### config.mk
export PLATFORM = sky130hd
export DESIGN_NAME = sorted_priority_queue_top_flat
export DESIGN_NICKNAME = d
export VERILOG_FILES = /design/src/hdl/spq_pkg.sv /design/src/hdl/spq_if.sv /design/src/hdl/spq_cell.sv /design/src/hdl/spq_row.sv /design/src/hdl/sorted_priority_queue_top.sv /design/src/flat_wrapper.sv
export SDC_FILE = /design/constraint.sdc
export NUM_CORES = 2
export LEC_CHECK = 0
export ABC_AREA = 1
export CELL_PAD_IN_SITES_DETAIL_PLACEMENT = 1
export CELL_PAD_IN_SITES_GLOBAL_PLACEMENT = 2
export CORE_MARGIN = 5
export CORE_UTILIZATION = 42
export CTS_CLUSTER_SIZE = 8
export DETAILED_ROUTE_END_ITERATION = 12
export DONT_BUFFER_PORTS = 1
export PLACE_DENSITY_LB_ADDON = 0.2
export REMOVE_ABC_BUFFERS = 1
export SYNTH_ARGS = -nofsm -noshare
export SYNTH_HDL_FRONTEND = slang
export SYNTH_SLANG_ARGS = --single-unit
### constraint.sdc
create_clock -name clk -period 11.1 [get_ports clk]
set_input_delay 1.665 -clock clk [delete_from_list [all_inputs] [get_ports clk]]
set_output_delay 1.665 -clock clk [all_outputs]
set_load 0.05 [all_outputs]
### src/hdl/spq_pkg.sv
// shared types and codes for the sorted priority queue
package spq_pkg;

    localparam int VALUE_W  = 32;
    localparam int PRIO_W   = 16;
    localparam int STATUS_W = 2;
    localparam int COUNT_W  = 5;

    // request kinds
    localparam logic REQ_ENQ = 1'b0;
    localparam logic REQ_DEQ = 1'b1;

    // result status codes
    localparam logic [STATUS_W-1:0] STAT_OK    = 2'd0;
    localparam logic [STATUS_W-1:0] STAT_FULL  = 2'd1;
    localparam logic [STATUS_W-1:0] STAT_EMPTY = 2'd2;

    typedef struct packed {
        logic signed [VALUE_W-1:0] value;
        logic        [PRIO_W-1:0]  prio;
    } entry_t;

    // operation broadcast to every cell of the row
    typedef struct packed {
        logic   enq;
        logic   deq;
        entry_t ent;
    } op_t;

endpackage

### src/hdl/spq_if.sv
// request and result channel interfaces
interface spq_req_if;
    logic                       valid;
    logic                       ready;
    logic                       req_type;
    logic signed [31:0]         value;
    logic        [15:0]         priority_req;

    modport source (output valid, output req_type, output value, output priority_req,
                    input ready);
    modport sink   (input valid, input req_type, input value, input priority_req,
                    output ready);
endinterface

interface spq_rsp_if;
    logic                       valid;
    logic                       ready;
    logic        [1:0]          status;
    logic signed [31:0]         out_value;
    logic        [4:0]          count;
    logic                       is_empty;

    modport source (output valid, output status, output out_value, output count,
                    output is_empty, input ready);
    modport sink   (input valid, input status, input out_value, input count,
                    input is_empty, output ready);
endinterface

### src/hdl/spq_cell.sv
// one storage cell of the sorted row
module spq_cell
    import spq_pkg::*;
(
    input  logic   clk,
    input  op_t    op,
    input  logic   valid,
    input  entry_t left_ent,
    input  logic   left_keep,
    input  entry_t right_ent,
    output entry_t ent,
    output logic   keep
);

    entry_t entry_reg;
    entry_t entry_next;

    // held entry stays in place when it outranks or ties the newcomer
    assign keep = valid && (entry_reg.prio >= op.ent.prio);
    assign ent  = entry_reg;

    always_comb
    begin
        entry_next = entry_reg;
        priority if (op.enq)
        begin
            if (!keep)
            begin
                entry_next = left_keep ? op.ent : left_ent;
            end
        end
        else if (op.deq)
        begin
            entry_next = right_ent;
        end
        else
        begin
            // idle cycle, entry held
            entry_next = entry_reg;
        end
    end

    always_ff @(posedge clk)
    begin
        entry_reg <= entry_next;
    end

endmodule

### src/hdl/spq_row.sv
// row of cells holding the entries in priority order
module spq_row
    import spq_pkg::*;
#(
    parameter int CAPACITY = 16
)
(
    input  logic                               clk,
    input  op_t                                op,
    input  logic [$clog2(CAPACITY+1)-1:0]      count,
    output entry_t                             head
);

    localparam int CNT_W = $clog2(CAPACITY + 1);

    entry_t ents  [CAPACITY];
    logic   keeps [CAPACITY];

    genvar i;
    generate
        for (i = 0; i < CAPACITY; i++)
        begin : g_cell
            localparam logic [CNT_W-1:0] IDX = CNT_W'(i);
            entry_t left_ent;
            logic   left_keep;
            entry_t right_ent;

            if (i == 0)
            begin : g_first
                // head cell takes the newcomer whenever it does not keep
                assign left_ent  = op.ent;
                assign left_keep = 1'b0;
            end
            else
            begin : g_inner
                assign left_ent  = ents[i-1];
                assign left_keep = keeps[i-1];
            end

            if (i == CAPACITY - 1)
            begin : g_last
                assign right_ent = ents[i];
            end
            else
            begin : g_mid
                assign right_ent = ents[i+1];
            end

            spq_cell u_cell (
                .clk       (clk),
                .op        (op),
                .valid     (IDX < count),
                .left_ent  (left_ent),
                .left_keep (left_keep),
                .right_ent (right_ent),
                .ent       (ents[i]),
                .keep      (keeps[i])
            );
        end
    endgenerate

    assign head = ents[0];

endmodule

### src/hdl/sorted_priority_queue_top.sv
// top level of the sorted priority queue
//
//  channel | dir | handshake     | payload
//  --------+-----+---------------+-------------------------------------------
//  req     | in  | valid / ready | req_type, value, priority_req
//  rsp     | out | valid / ready | status, out_value, count, is_empty
//
// one request per cycle unless rsp stalls: every cell decides keep, shift or
// insert locally in the same cycle, so a request is fully applied at the edge
// that accepts it, where the result is also captured in the output register
// rsp stalls hold the result; req stays ready while the register drains
// reset clears the entry count and the output valid; cell contents are not reset
module sorted_priority_queue_top
    import spq_pkg::*;
#(
    parameter int CAPACITY = 16
)
(
    input  logic          clk,
    input  logic          rst_n,
    spq_req_if.sink       req,
    spq_rsp_if.source     rsp
);

    localparam int CNT_W = $clog2(CAPACITY + 1);

    logic [CNT_W-1:0]          count_reg;
    logic [CNT_W-1:0]          count_next;
    logic                      rsp_valid_reg;
    logic [STATUS_W-1:0]       status_reg;
    logic [STATUS_W-1:0]       status_next;
    logic signed [VALUE_W-1:0] value_reg;
    logic signed [VALUE_W-1:0] value_next;
    logic [COUNT_W-1:0]        rsp_count_reg;
    logic                      empty_reg;

    logic                      accept;
    logic                      is_deq;
    logic                      full;
    logic                      empty;
    op_t                       op;
    entry_t                    head;
    logic [CNT_W+COUNT_W-1:0]  count_wide;

    // output register frees up when empty or being drained
    assign req.ready = !rsp_valid_reg || rsp.ready;
    assign accept    = req.valid && req.ready;

    assign is_deq = (req.req_type == REQ_DEQ);
    assign full   = (count_reg == CNT_W'(CAPACITY));
    assign empty  = (count_reg == '0);

    // operation broadcast along the row
    assign op.enq       = accept && !is_deq && !full;
    assign op.deq       = accept && is_deq && !empty;
    assign op.ent.value = req.value;
    assign op.ent.prio  = req.priority_req;

    spq_row #(
        .CAPACITY (CAPACITY)
    ) u_row (
        .clk   (clk),
        .op    (op),
        .count (count_reg),
        .head  (head)
    );

    always_comb
    begin
        count_next  = count_reg;
        status_next = STAT_OK;
        value_next  = '0;
        priority if (op.enq)
        begin
            count_next = count_reg + CNT_W'(1);
        end
        else if (op.deq)
        begin
            count_next = count_reg - CNT_W'(1);
            value_next = head.value;
        end
        else if (is_deq)
        begin
            // dequeue on an empty queue
            status_next = STAT_EMPTY;
        end
        else
        begin
            // enqueue dropped, queue full
            status_next = STAT_FULL;
        end
    end

    // result count is the low bits of the entry count
    assign count_wide = (CNT_W + COUNT_W)'(count_next);

    always_ff @(posedge clk or negedge rst_n)
    begin
        if (!rst_n)
        begin
            count_reg     <= '0;
            rsp_valid_reg <= 1'b0;
        end
        else
        begin
            count_reg <= count_next;
            if (accept)
            begin
                rsp_valid_reg <= 1'b1;
            end
            else if (rsp.ready)
            begin
                rsp_valid_reg <= 1'b0;
            end
        end
    end

    always_ff @(posedge clk)
    begin
        if (accept)
        begin
            status_reg    <= status_next;
            value_reg     <= value_next;
            rsp_count_reg <= count_wide[COUNT_W-1:0];
            empty_reg     <= (count_next == '0);
        end
    end

    assign rsp.valid     = rsp_valid_reg;
    assign rsp.status    = status_reg;
    assign rsp.out_value = value_reg;
    assign rsp.count     = rsp_count_reg;
    assign rsp.is_empty  = empty_reg;

endmodule

### src/flat_wrapper.sv
// flat-port wrapper written by rule: the top's interface ports become plain ports
module sorted_priority_queue_top_flat import spq_pkg::*;
#(
    parameter int CAPACITY = 16
)
  (clk, rst_n, req_valid, req_req_type, req_value, req_priority_req, req_ready, rsp_valid, rsp_status, rsp_out_value, rsp_count, rsp_is_empty, rsp_ready);
  spq_req_if req_i ();
  spq_rsp_if rsp_i ();
  input  logic clk;
  input  logic rst_n;
  input wire logic [$bits(req_i.valid)-1:0] req_valid;
  input wire logic [$bits(req_i.req_type)-1:0] req_req_type;
  input wire logic [$bits(req_i.value)-1:0] req_value;
  input wire logic [$bits(req_i.priority_req)-1:0] req_priority_req;
  output wire logic [$bits(req_i.ready)-1:0] req_ready;
  output wire logic [$bits(rsp_i.valid)-1:0] rsp_valid;
  output wire logic [$bits(rsp_i.status)-1:0] rsp_status;
  output wire logic [$bits(rsp_i.out_value)-1:0] rsp_out_value;
  output wire logic [$bits(rsp_i.count)-1:0] rsp_count;
  output wire logic [$bits(rsp_i.is_empty)-1:0] rsp_is_empty;
  input wire logic [$bits(rsp_i.ready)-1:0] rsp_ready;
  assign req_i.valid = req_valid;
  assign req_i.req_type = req_req_type;
  assign req_i.value = req_value;
  assign req_i.priority_req = req_priority_req;
  assign req_ready = req_i.ready;
  assign rsp_valid = rsp_i.valid;
  assign rsp_status = rsp_i.status;
  assign rsp_out_value = rsp_i.out_value;
  assign rsp_count = rsp_i.count;
  assign rsp_is_empty = rsp_i.is_empty;
  assign rsp_i.ready = rsp_ready;
  sorted_priority_queue_top #(.CAPACITY(CAPACITY)) u_core (.clk(clk), .rst_n(rst_n), .req(req_i), .rsp(rsp_i));
endmodule
==> impl_results.md <==
- RSZ-0062 raised after global routing: false
- Crit path largest cell delay: 710 ps
- Initial antenna violation count: 4
- Final setup fails: 0
- Post-route DRC: 0
- Post-route ant nets: 0
- Leak pwr: 29.7 nW
- Htree depth: 3
- Pre-CTS WS: 4610 ps
- Max_slew headroom: 24.1%
- Reg2reg end: u_core.u_row.g_cell[3].u_cell.ent[23]
- IO Port Bufs: 0
- Post-synthesis cell type count: 34
- Synth top area share: 49.9%
- Area growth syn-to-layout: 8.62%
- Sequential fraction of the synthesis area: 50.2%
- Status: finished clean
- Ant. Diodes: 0
- Clk slew on worst S/H paths: 60 ps
- Tot Pwr: 11.4 mW
- PostCTS Resize Cnt: 0
- Die height: 350 µm
- Fin crit period: 5780 ps
- Fmax: 173 MHz
- XOR/XNOR Fraction of Synth Area: 0.0721%
- Crit path depth: 12
- Max clock buf depth: 3
- Crit path max-delay family: simple AND/OR/NAND/NOR gates
- Worst setup path end: u_core.u_row.g_cell[3].u_cell.ent[23]
- Complex-gate fraction of the synthesized area: 2.72%
- Inst Count DP: 7666
- Fillers: 14100
- Post-CTS setup repair buffer count: 0
- Clock buffer count from CTS: 112
- Synthesized instance count: 6388
- Fin crit share: 52.1%
- Setup crit end kind: register
- Cell Area, Synth: 48600 µm²
- Worst-margin pin slew: 1140 ps
- Mux contribution to synthesized area: 0%
- Hold Crit Class: reg2reg
- DRT iter0 DRCs: 3297
- CTS root buf: clkbuf_16
- Avg Cell Area, Syn: 7.61 µm²
- Row cnt: 124
- WS Path Type: in2reg
- Gr usage total: 28.2%
- First drt pass iteration count: 5
- R2r startpoint: u_core.rsp.valid
- Layout cells sized above 1: 4.50%
- CTS tree: done
- Vias in the first global route: 42000
- Worst Setup Slack, final: 5320 ps
- Reg2reg setup slack: 6190 ps
- Crit start category: input port
- Largest family of logic cells by synthesized area: simple AND/OR/NAND/NOR gates
- Hold Vio Cnt, Final: 0
- Worst path slowest cell: nand2_2
- Routed vias: 40500
- WP data required: 11430 ps
- Ys Warns: 0
- Max reg flops: 768
- Core Area: 115000 µm²
- Adder-Cell Fraction of Synth Area: 6.69%
- Die ar.: 123000 µm²
- Worst setup startpoint: req_priority_req[7]
- Data arrival, critical path: 6110 ps
- Final nets: 6581
- Setup Total Neg Slack: 0 ps
- Synth area leader: edfxtp_1
- First-pass GRT wire length: 263 mm
- Pin count of the biggest net entering global routing: 180
- Clock latency on the worst-skew pair: 720 ps
- Final cell count without fillers: 7801
- Die width: 350 µm
- Total grt overflow: 0
- Sink Count: 814
- Synth area leaders: edfxtp_1 (50%), nand2_1 (29%), ha_1 (6.7%)
- Total wire length: 176 mm
- CP bufs+invs: 3
- Max Slew Vio Count: 0
- Max cap viols: 0
- Peak supply drop: 0.000136 V
- Hold buffers post-CTS: 0
- Yosys reg bits: 814
- CP Max Fanout: 33
- R2R depth: 8
- Sequence of cells on the critical path: inv_1, ha_1, a21oi_1, nand3_1, nand2_1, inv_1, nand2_1, nand2_1, nand2_2, nand2_2, nand2_2, buf_4
- Post-Synth Simple-Gate Area: 31.4%
- Effective utilization at floorplan: 42.4%
- Setup Skew: 36.4 ps
- Hold WS: 520 ps
- Post-DP HPWL: 108 mm
- Wire per inst: 22.5 µm
- RePlAce Congestion: 0.839
- I/O pins: 95
- DR vias/cell: 5.20
- Pwr Density: 216 nW/µm²
## routing by layer
metal  global-route usage [%]  up-vias  part of all wire (%)
met3                     3.87      204                   5.6
li1                         -    19400                     -
met2                     46.8     1022                    46
met5                        0        -                     0
met1                     39.3    20000                    46
met4                     6.98        0                   2.4
## worst min path at each step
stage	from	cells past startpoint	end
2_1_floorplan	u_core.u_row.g_cell[15].u_cell.ent[16]	2	u_core.u_row.g_cell[14].u_cell.ent[16]
3_3_place_gp	u_core.u_row.g_cell[15].u_cell.ent[28]	2	u_core.u_row.g_cell[14].u_cell.ent[28]
3_5_place_dp	u_core.u_row.g_cell[15].u_cell.ent[24]	2	u_core.u_row.g_cell[14].u_cell.ent[24]
4_1_cts	u_core.u_row.g_cell[15].u_cell.ent[23]	2	u_core.u_row.g_cell[14].u_cell.ent[23]
5_1_grt	u_core.u_row.g_cell[15].u_cell.ent[23]	2	u_core.u_row.g_cell[14].u_cell.ent[23]
6_report	u_core.u_row.g_cell[15].u_cell.ent[36]	2	u_core.u_row.g_cell[14].u_cell.ent[36]
## cell usage after synthesis
master    count
nor2_2        1
nor2_1       90
nor3_2        1
a21oi_1     104
clkbuf_1    134
o21bai_1     22
buf_1        18
a41oi_1       1
buf_6         6
xor2_1        4
inv_2         4
nor2_4        1
a21boi_1      1
o31ai_4       1
ha_1        260
nand2_1    3743
a21boi_0      8
buf_4        17
a21oi_4       1
edfxtp_1    808
nor3_1       10
clkinv_2      1
nand2_2      47
o21ai_1      25
o21ai_0      67
dfrtp_1       6
nand3b_1      1
inv_1       788
nand3_2       1
o21a_1        8
clkinv_1      1
nand3_1      65
buf_2       119
nand4_1      24
## through the flow
step                instance area [µm²]  utilization (%)
floorplan                         47300                -
global placement                  49800             43.4
detailed placement                49800             43.4
CTS                               52800             46.1
global route                      52800             46.1
finish                            52800             46.1
## tightest hold or removal path: stages (launching register included)
cell and delay (ps):
edfxtp_1 320, nand2_1 50, nand2_1 70
## cells in the final DEF, fill, tap and decap left out, drive strengths merged
cell type / netlist / layout
a21oi: 105 / 105
nand3: 66 / 66
o21a: 8 / 8
nand2: 3790 / 3790
xor2: 4 / 4
a41oi: 1 / 1
edfxtp: 808 / 808
nor3: 11 / 11
nand4: 24 / 24
clkbuf: 134 / 130
buf: 160 / 60
clkinv: 2 / 5
o21bai: 22 / 22
o21ai: 92 / 92
nor2: 92 / 92
a21boi: 9 / 9
dfrtp: 6 / 6
ha: 260 / 260
o31ai: 1 / 1
nand3b: 1 / 1
inv: 792 / 794
## area by class of cell
cell class              instances  area [µm²]  area share (%)
flip-flops and latches        814       24400            46.2
well taps                    1512        1890            3.58
clock inverters                 5         119           0.225
repair buffers                 60         475           0.900
clock buffers                 130        2910            5.52
multi-input cells            4486       20000            37.9
inverters                     794        2990            5.66
## report_power, final
group	internal (mW)	switching [mW]	leakage [nW]
registers	4.22	0.370	7.67
clock network	1.82	1.36	1.47
logic	0.925	2.69	20.6
## cell families after synthesis
family / after synthesis
and+or+nand+nor: 3984
buffers and inverters: 1088
DFF: 814
adders and majority gates: 260
AOI/OAI and AO/OA: 238
xor gates and xnor gates: 4
(Power assumes the default switching activity.)
